File: src/rtl/core/tfp_pkg.sv
// Package for the RGBA to texel format packer.
// Holds the payload structs, the configuration struct and the format and register codes.
// No dependencies.
package tfp_pkg;

  localparam int unsigned DataW     = 32;
  localparam int unsigned AddrW     = 3;
  localparam int unsigned FmtW      = 3;
  localparam int unsigned RowWidthW = 13;

  typedef enum logic [FmtW-1:0] {
    FMT_RGBA32   = 3'd0,
    FMT_RGBA5551 = 3'd1,
    FMT_I4       = 3'd2,
    FMT_I8       = 3'd3,
    FMT_IA4      = 3'd4,
    FMT_IA8      = 3'd5,
    FMT_IA16     = 3'd6
  } fmt_e;

  typedef enum logic {
    REG_TEXEL_FORMAT = 1'b0,
    REG_ROW_WIDTH    = 1'b1
  } reg_idx_e;

  typedef struct packed {
    logic [7:0] red;
    logic [7:0] green;
    logic [7:0] blue;
    logic [7:0] alpha;
    logic       image_start;
  } pixel_t;

  typedef struct packed {
    logic [31:0] packed_data;
    logic [2:0]  byte_count;
  } texel_t;

  typedef struct packed {
    logic [FmtW-1:0]      texel_format;
    logic [RowWidthW-1:0] row_width;
  } cfg_t;

endpackage

File: src/rtl/core/tfp_cfg_regs.sv
// Configuration register file of the texel format packer, on an APB-style port.
// Depends on tfp_pkg for the register codes and the configuration struct.
module tfp_cfg_regs
  import tfp_pkg::*;
(
  input  logic             clk_i,
  input  logic             rst_ni,
  input  logic             psel,
  input  logic             penable,
  input  logic             pwrite,
  input  logic [AddrW-1:0] paddr,
  input  logic [DataW-1:0] pwdata,
  output logic [DataW-1:0] prdata,
  output logic             pready,
  output cfg_t             cfg_o
);

  logic [FmtW-1:0]      texel_format_q, texel_format_d;
  logic [RowWidthW-1:0] row_width_q, row_width_d;
  logic                 wr_en;
  reg_idx_e             reg_idx;

  assign pready  = 1'b1;
  assign wr_en   = psel && penable && pwrite;
  assign reg_idx = reg_idx_e'(paddr[2]);

  always_comb begin
    texel_format_d = texel_format_q;
    row_width_d    = row_width_q;
    if (wr_en) begin
      unique case (reg_idx)
        REG_TEXEL_FORMAT: texel_format_d = pwdata[FmtW-1:0];
        REG_ROW_WIDTH:    row_width_d    = pwdata[RowWidthW-1:0];
        default:          ;
      endcase
    end
  end

  always_ff @(posedge clk_i or negedge rst_ni) begin
    if (!rst_ni) begin
      texel_format_q <= FmtW'(FMT_RGBA32);
      row_width_q    <= RowWidthW'(1);
    end else begin
      texel_format_q <= texel_format_d;
      row_width_q    <= row_width_d;
    end
  end

  always_comb begin
    unique case (reg_idx)
      REG_TEXEL_FORMAT: prdata = DataW'(texel_format_q);
      REG_ROW_WIDTH:    prdata = DataW'(row_width_q);
      default:          prdata = '0;
    endcase
  end

  assign cfg_o.texel_format = texel_format_q;
  assign cfg_o.row_width    = row_width_q;

endmodule

File: src/rtl/core/tfp_pack.sv
// Packing logic of the texel format packer: column tracking, nibble pairing and
// the per-format bit packing. Depends on tfp_pkg.
module tfp_pack
  import tfp_pkg::*;
#(
  parameter int unsigned MAX_ROW_WIDTH = 4096
) (
  input  logic   clk_i,
  input  logic   rst_ni,
  input  logic   step_i,
  input  pixel_t pixel_i,
  input  cfg_t   cfg_i,
  output logic   res_valid_o,
  output texel_t res_o
);

  localparam int unsigned ColW = (MAX_ROW_WIDTH > 2) ? $clog2(MAX_ROW_WIDTH) : 1;
  localparam int unsigned CmpW = ((ColW > RowWidthW) ? ColW : RowWidthW) + 1;

  logic [ColW-1:0] column_q, column_d, col_cur;
  logic [3:0]      held_q, held_d, held_cur;
  logic [CmpW-1:0] rw_ext, w_eff, col_next;
  logic            last, a_set;
  logic [3:0]      nib;
  logic [31:0]     data;
  logic [2:0]      count;

  // An image start clears the column and any held nibble before the pixel is used.
  assign col_cur  = pixel_i.image_start ? '0 : column_q;
  assign held_cur = pixel_i.image_start ? '0 : held_q;

  always_comb begin
    rw_ext = CmpW'(cfg_i.row_width);
    if (rw_ext == '0) begin
      w_eff = CmpW'(1);
    end else if (rw_ext > CmpW'(MAX_ROW_WIDTH)) begin
      w_eff = CmpW'(MAX_ROW_WIDTH);
    end else begin
      w_eff = rw_ext;
    end
  end

  assign col_next = CmpW'(col_cur) + CmpW'(1);
  assign last     = (col_next >= w_eff);
  assign a_set    = (pixel_i.alpha != 8'd0);
  assign nib      = (cfg_i.texel_format == FMT_I4) ? pixel_i.red[7:4]
                                                   : {pixel_i.red[7:5], a_set};

  always_comb begin
    data   = '0;
    count  = 3'd0;
    held_d = 4'd0;
    unique case (cfg_i.texel_format)
      FMT_I4, FMT_IA4: begin
        if (!col_cur[0]) begin
          // The last pixel of an odd-width row closes its byte with a zero low nibble.
          if (last) begin
            data  = {24'd0, nib, 4'd0};
            count = 3'd1;
          end else begin
            held_d = nib;
          end
        end else begin
          data  = {24'd0, held_cur, nib};
          count = 3'd1;
        end
      end
      FMT_RGBA32: begin
        data  = {pixel_i.red, pixel_i.green, pixel_i.blue, pixel_i.alpha};
        count = 3'd4;
      end
      FMT_RGBA5551: begin
        data  = {16'd0, pixel_i.red[7:3], pixel_i.green[7:3], pixel_i.blue[7:3], a_set};
        count = 3'd2;
      end
      FMT_I8: begin
        data  = {24'd0, pixel_i.red};
        count = 3'd1;
      end
      FMT_IA8: begin
        data  = {24'd0, pixel_i.red[7:4], pixel_i.alpha[7:4]};
        count = 3'd1;
      end
      FMT_IA16: begin
        data  = {16'd0, pixel_i.red, pixel_i.alpha};
        count = 3'd2;
      end
      default: ;
    endcase
  end

  assign column_d = last ? '0 : col_next[ColW-1:0];

  always_ff @(posedge clk_i or negedge rst_ni) begin
    if (!rst_ni) begin
      column_q <= '0;
      held_q   <= '0;
    end else if (step_i) begin
      column_q <= column_d;
      held_q   <= held_d;
    end
  end

  assign res_valid_o       = (count != 3'd0);
  assign res_o.packed_data = data;
  assign res_o.byte_count  = count;

endmodule

File: src/rtl/core/rgba_to_texel_format_packer_unit.sv
// RGBA to texel format packer, top level. A pixel is taken into the input register, then
// packed into the result register. Throughput: one pixel per cycle while the result
// register is empty or drained, set by the single packing stage between the two registers.
// i4/ia4 give one result per pixel pair or odd row-end pixel; a reserved one gives none.
// Reset (rst_ni, asynchronous, active low) empties both registers, clears the column
// and held nibble, and sets the format to rgba32 and the row width to one.
module rgba_to_texel_format_packer_unit
  import tfp_pkg::*;
#(
  parameter int unsigned MAX_ROW_WIDTH = 4096
) (
  input  logic             clk_i,
  input  logic             rst_ni,
  input  logic             in_valid_i,
  output logic             in_ready_o,
  input  pixel_t           in_data_i,
  output logic             out_valid_o,
  input  logic             out_ready_i,
  output texel_t           out_data_o,
  input  logic             psel,
  input  logic             penable,
  input  logic             pwrite,
  input  logic [AddrW-1:0] paddr,
  input  logic [DataW-1:0] pwdata,
  output logic [DataW-1:0] prdata,
  output logic             pready
);

  cfg_t   cfg;
  logic   in_valid_q, in_valid_d;
  pixel_t in_data_q;
  logic   out_valid_q, out_valid_d;
  texel_t out_data_q;
  logic   advance, res_valid;
  texel_t res;

  tfp_cfg_regs u_cfg_regs (
    .clk_i   (clk_i),
    .rst_ni  (rst_ni),
    .psel    (psel),
    .penable (penable),
    .pwrite  (pwrite),
    .paddr   (paddr),
    .pwdata  (pwdata),
    .prdata  (prdata),
    .pready  (pready),
    .cfg_o   (cfg)
  );

  // The held transaction moves on whenever the result register is empty or being drained.
  assign advance    = in_valid_q && (!out_valid_q || out_ready_i);
  assign in_ready_o = !in_valid_q || advance;

  tfp_pack #(
    .MAX_ROW_WIDTH (MAX_ROW_WIDTH)
  ) u_pack (
    .clk_i       (clk_i),
    .rst_ni      (rst_ni),
    .step_i      (advance),
    .pixel_i     (in_data_q),
    .cfg_i       (cfg),
    .res_valid_o (res_valid),
    .res_o       (res)
  );

  always_comb begin
    in_valid_d = in_valid_q;
    if (in_valid_i && in_ready_o) begin
      in_valid_d = 1'b1;
    end else if (advance) begin
      in_valid_d = 1'b0;
    end
  end

  always_comb begin
    out_valid_d = out_valid_q;
    if (advance) begin
      out_valid_d = res_valid;
    end else if (out_ready_i) begin
      out_valid_d = 1'b0;
    end
  end

  always_ff @(posedge clk_i or negedge rst_ni) begin
    if (!rst_ni) begin
      in_valid_q  <= 1'b0;
      out_valid_q <= 1'b0;
    end else begin
      in_valid_q  <= in_valid_d;
      out_valid_q <= out_valid_d;
    end
  end

  always_ff @(posedge clk_i) begin
    if (in_valid_i && in_ready_o) begin
      in_data_q <= in_data_i;
    end
    if (advance && res_valid) begin
      out_data_q <= res;
    end
  end

  assign out_valid_o = out_valid_q;
  assign out_data_o  = out_data_q;

endmodule
File: config.mk
export PLATFORM = sky130hd
export DESIGN_NAME = rgba_to_texel_format_packer_unit
export DESIGN_NICKNAME = d
export VERILOG_FILES = /design/src/rtl/core/tfp_pkg.sv /design/src/rtl/core/tfp_cfg_regs.sv /design/src/rtl/core/tfp_pack.sv /design/src/rtl/core/rgba_to_texel_format_packer_unit.sv
export SDC_FILE = /design/constraint.sdc
export NUM_CORES = 1
export LEC_CHECK = 0
export ABC_AREA = 1
export CAP_MARGIN = 40
export CORE_MARGIN = 4
export CORE_UTILIZATION = 45
export CTS_BUF_LIST = sky130_fd_sc_hd__clkbuf_2
export DETAILED_ROUTE_END_ITERATION = 12
export DONT_BUFFER_PORTS = 1
export PLACE_DENSITY = 0.66
export SYNTH_ARGS = -nofsm -noshare
export SYNTH_HDL_FRONTEND = slang
export SYNTH_SLANG_ARGS = --single-unit
File: constraint.sdc
create_clock -name clk_i -period 3.9 [get_ports clk_i]
set_input_delay 0.78 -clock clk_i [delete_from_list [all_inputs] [get_ports clk_i]]
set_output_delay 0.78 -clock clk_i [all_outputs]
set_load 0.01 [all_outputs]
=== After elaboration in Yosys (flattened, before gate mapping) ===
Cells that the tools add are included.

* Flip-flop bits (word level): 102
* Bits in latches: 0
* Memory bits (writable): 0
* Bits in read-only memories: 0
* Input port bits: 75
* Memories: 0

* Add/sub/neg operators: 1
* $mul: 0
* Divide/modulo/power cells: 0
* Magnitude comparators: 2
* Eq/ne operators: 6
* Shift operators: 0
* Multiplexer cells: 20
* Bitwise operators: 1
* Reductions and logical operators: 20

{| class="wikitable"
|+ Operator list
! operator !! count
|-
| case mux 32 bit (6 select lines) || 1
|-
| case mux 32 bit (2 select lines) || 1
|-
| 2-to-1 mux 13 bit || 2
|-
| 2-to-1 mux 12 bit || 2
|-
| 2-to-1 mux 4 bit || 4
|-
| 2-to-1 mux 8 bit || 2
|-
| greater-or-equal comparator 14 x 13 -> 1 bit || 1
|-
| adder 12 x 1 -> 13 bit, second input constant || 1
|-
| > comparator 13 bit, second input constant || 1
|-
| zero test 13 bit || 1
|-
| case mux 3 bit (4 select lines) || 1
|-
| == test 3 bit, second input constant || 3
|-
| nonzero test 8 bit || 1
|-
| 2-to-1 mux 1 bit || 7
|-
| == test 3 x 2 -> 1 bit, second input constant || 2
|-
| OR reduction 2 bit || 3
|-
| logical AND 1 bit || 5
|-
| AND reduction 2 bit || 2
|-
| nonzero test 2 bit || 2
|-
| == test 3 x 1 -> 1 bit, second input constant || 1
|-
| zero test 3 bit || 1
|-
| nonzero test 3 bit || 1
|-
| zero test 1 bit || 2
|-
| logical OR 1 bit || 2
|-
| inverter 1 bit || 1
|}

=== Depth between registers and ports, before layout ===
* Word-level depth: 9
* Gate-level depth with buffers: 19
* Mapped depth without buffers: 19

=== By module ===
Synthesis repeated with hierarchy kept, for this count alone.

* Cells, all modules: 564
* Area total of the unflattened synthesis: 5197.5 um2

{| class="wikitable"
|+ Modules (own cells, without submodules)
! module !! times used !! cells an instance !! area each (um2) !! sequential area each (um2)
|-
| rgba_to_texel_format_packer_unit || 1 || 83 || 2148.3 || 2092.0
|-
| tfp_pack || 1 || 355 || 2113.3 || 400.4
|-
| tfp_cfg_regs || 1 || 126 || 935.9 || 401.6
|}

=== Least setup slack after synthesis ===
OpenSTA, ideal clock, no wires.

* Path kind: flip-flop to flip-flop
* Start: reg in_data_q[0] (netlist name)
* End: reg out_data_q, in the netlist out_data_o[0] (enable)
* Setup time: 0.390 ns
* Data arrival time: 3.033 ns
* Path slack: 0.477 ns
* Stages on the path, launching flop included: 19
* Period minus slack after synthesis: 3.423 ns
* Path through: edfxtp_1 > buf_6 > nor2_8 > ha_1 > nand3_2 > nor2_2 > nand3_1 > xor2_1 > ha_1 > nand2_1 > nor2_1 > nand2_1 > nor2_1 > nor2_1 > nand3_1 > nand2_1 > nand3_1 > nand2_1 > inv_1

* Word-level cells in the longest chain between the ends: 8

{| class="wikitable"
|+ RTL lines
! item !! line !! text
|-
| start: declaration || rgba_to_texel_format_packer_unit.sv:31 || <nowiki>pixel_t in_data_q;</nowiki>
|-
| start signal: assignment || rgba_to_texel_format_packer_unit.sv:96 || <nowiki>in_data_q <= in_data_i;</nowiki>
|-
| 2-to-1 mux 12 bit (*) || tfp_pack.sv:29 || <nowiki>assign col_cur = pixel_i.image_start ? '0 : column_q;</nowiki>
|-
| adder 12 x 1 -> 13 bit || tfp_pack.sv:43 || <nowiki>assign col_next = CmpW'(col_cur) + CmpW'(1);</nowiki>
|-
| greater-or-equal comparator 14 x 13 -> 1 bit || tfp_pack.sv:44 || <nowiki>assign last = (col_next >= w_eff);</nowiki>
|-
| 2-to-1 mux 1 bit || tfp_pack.sv:57 || <nowiki>if (last) begin</nowiki>
|-
| 2-to-1 mux 1 bit (*) || tfp_pack.sv:55 || <nowiki>if (!col_cur[0]) begin</nowiki>
|-
| case mux 3 bit (4 select lines) (*) || tfp_pack.sv:53 || <nowiki>unique case (cfg_i.texel_format)</nowiki>
|-
| nonzero test 3 bit (*) || tfp_pack.sv:104 || <nowiki>assign res_valid_o = (count != 3'd0);</nowiki>
|-
| logical AND 1 bit (*) || rgba_to_texel_format_packer_unit.sv:98 || <nowiki>if (advance && res_valid) begin</nowiki>
|-
| end signal: assignment || rgba_to_texel_format_packer_unit.sv:99 || <nowiki>out_data_q <= res;</nowiki>
|-
| end: declaration || rgba_to_texel_format_packer_unit.sv:33 || <nowiki>texel_t out_data_q;</nowiki>
|}

Every way passes the cells marked *; elsewhere a longest branch is shown, timed or not.
A chain may end at the register's enable or synchronous reset.

=== Worst setup path after layout ===
* Start: reg in_data_q[0] (netlist name)
* End: reg out_data_q, in the netlist out_data_o[21] (enable)

The elaborated chain is that of the path after synthesis.

==> results.yml <==
timing:
  setup_violations: 0
  finalHoldViolCount: 0
  tns_ps: 0
  rsz0062_at_grt: "false"
  layout_setup_ws_ps: 402.8
  final.period_utilization: 0.8967
  skew_ps: 26.97
  tightest_slew_ps: 824.8
  timing.hold.ws_ps: 264.7
  clock.fmax_mhz: 285.9
  timing.slew.headroom: 0.4488
  fin_crit_ps: 3497
  drv_slew: 0
routing:
  drtIter0Drc: 201
  drc_errors: 0
  dr_total_vias: 3237
  drtAntennaViolNets: 0
  first_pass_iters: 4
  drt_wl_total_mm: 10.30
  wl_per_cell_um: 16.25
  viasPerCell: 5.106
clocking:
  post_cts_buffers: 0
  clk_pin_slew_ps: 270
  cts_buffer_depth: 2
  cts_tree: "done"
  cts_root_buffer: "clkbuf_2"
  htreeDepth: 3
  clkSinkCount: 102
  clkLatencyLatePin_ps: 580
  cts_buffers: 9
floorplanning:
  num_rows: 38
  coreArea_mm2: 0.01079
  die_h_um: 112.9
  start_util: 0.4588
  die_w_um: 112.9
  die-area_mm2: 0.01275
  io_pins: 145
finish:
  syn_to_final_growth_pct: 4.144
  finalNonFillerCells: 634
  drive_above_1_share: 0.09717
  fin_util: 0.4779
  antenna_cells: 0
  nNetsFinal: 580
  post-route-cell-area_mm2: 0.005157
synthesis:
  synthFlopType: "edfxtp_1"
  synth.distinct_cells: 38
  ys_warn_count: 0
  netlist_area_mm2: 0.004952
  synth_commonest_cells: "100 x nand2_1, 80 x inv_1, 68 x edfxtp_1"
  synthCells: 484
  synth_seq_cells: 102
  yosys.area.top_type: "edfxtp_1"
  syn_avg_cell_area_um2: 10.23
  synth-seq-area-share: 0.5844
  synth.top_cell.area_share: 0.4123
  synth-async-reset-ratio: 0.3333
  synth.most_common_cell: "nand2_1"
  synth-edff-count: 68
  synthTopCellsByArea: "edfxtp_1 41%, dfrtp_1 17%, nand2_1 7.6%"
worst_setup_path:
  crit_type: "flip-flop to flip-flop"
  required_ps: 4220
  cp_max_fo: 13
  start_kind: "flip-flop"
  end_kind: "flip-flop"
  cp.arrival_ps: 3820
power:
  p_total_mw: 2.647
  ir_worst_vdd_v: 0.0002224
  powerDensity_mw_per_mm2: 513.2
  p_leak_nw: 2.332
grt:
  gr-total-overflow: 0
  grt_start_max_net_pins: 35
  antenna_found_initial: 0
  met1_usage: 0.2096
  grt_busiest_layer: "met2"
  grt_pass1_vias: 3164
  grt_use_met2: 0.2638
  grt_usage: 0.1641
  grt_pass1_wl_mm: 16.24
  gr-usage-met3: 0.04492
placed_design:
  hpwl_mm: 7.672
  port_buffers: 0
  dpl-instance-area_mm2: 0.005046
  gp_congestion: 0.8820
  place_ws_ps: 441.6
  placed_cells: 618
outcome:
  status: "completed"
job:
  cap_violations: 0
min_path:
  min_path_type: "input pin to flip-flop"
[worst max-delay path, cell delays in order (launching register included)]
cell and delay (ps):
edfxtp_1 540, buf_4 250, nor2_4 120, ha_1 200, nand3_2 110, nor2_2 160, nand3_1 120, xor2_1 180
ha_1 290, nand2_1 40, nor2_1 130, nand2_1 100, nor2_1 110, nand2_1 80, nand3_1 80, nand2_1 140
nand3_1 110, nand2_1 100, inv_1 150, buf_4 230
[placed cells by master, fill, tap and decap left out, types with 4 or more instances in the layout]
cell type	n
dfrtp_1	33
mux2_2	9
ha_1	14
o22ai_1	17
nor2_4	4
edfxtp_1	68
nor2_2	4
conb_1	20
nand2_1	100
o21ai_0	23
a21oi_1	8
clkbuf_2	9
inv_1	80
nor2_1	38
o221ai_1	7
xor2_1	8
nand3_1	13
nor4_1	4
[cells by family (layout without fill, tap and decap cells)]
group | after synthesis | count (layout) | share of synthesized area
DFF | 102 | 102 | 0.5844
other | 2 | 20 | 0.001516
AOI/OAI and AO/OA | 64 | 64 | 0.07933
buffers and inverters | 110 | 102 | 0.1013
muxes | 9 | 9 | 0.02047
xor gates and xnor gates | 9 | 9 | 0.01592
adders and majority gates | 14 | 14 | 0.03537
and+or+nand+nor | 174 | 174 | 0.1617
[layer usage]
layer | wire (µm) | vias up | part of all wire
met3 | 800 | 14 | 0.078
li1 | - | 1577 | -
met2 | 4893 | 127 | 0.48
met5 | 0 | - | 0
met1 | 4383 | 1519 | 0.43
met4 | 223 | 0 | 0.022
[final cells by class]
cell class,count,area [µm²]
clock inverter,5,36.28
tap,140,175.2
inverter,82,310.3
sequential,102,2894
fill,995,5635
clock buffer,9,45.04
multi-input combinational,290,1624
timing repair buffer,6,72.57
[worst paths after layout]
kind / start / endpoint / slack [ps] / depth (start not counted)
min in group asynchronous: rst_ni / out_valid_o / 590 / 2
max in group asynchronous: rst_ni / u_cfg_regs.row_width_q[0] / 3020 / 2
worst max-delay path: in_data_q[0] / out_data_o[21] / 400 / 19
worst min register to register: u_cfg_regs.row_width_q[0] / u_cfg_regs.row_width_q[0] / 530 / 2
worst min-delay path: in_data_i[11] / in_data_q[11] / 260 / 0
worst max register to register: in_data_q[0] / out_data_o[21] / 400 / 19
[state kept, by name, summed over array words and instances (netlist names)]
name and flops:
u_cfg_regs.texel_format_q 3, u_pack.column_q 12, in_data_q 33, u_pack.held_q 4, out_data_o 35, out_valid_o 1, u_cfg_regs.row_width_q 13, in_valid_q 1
[power breakdown]
part	switching, mW	leakage [nW]	internal (mW)	total [mW]
clock network	0.346	0.0584	0.0814	0.428
logic	0.441	1.18	0.191	0.631
registers	0.167	1.09	1.42	1.59
total	0.954	2.33	1.69	2.65
[timing repair]
item / in CTS / in global routing
hold endpoints to repair: 34 / 0
resized for setup: 0 / 0
hold buffers: 2 / 0
(Power assumes the default switching activity.)
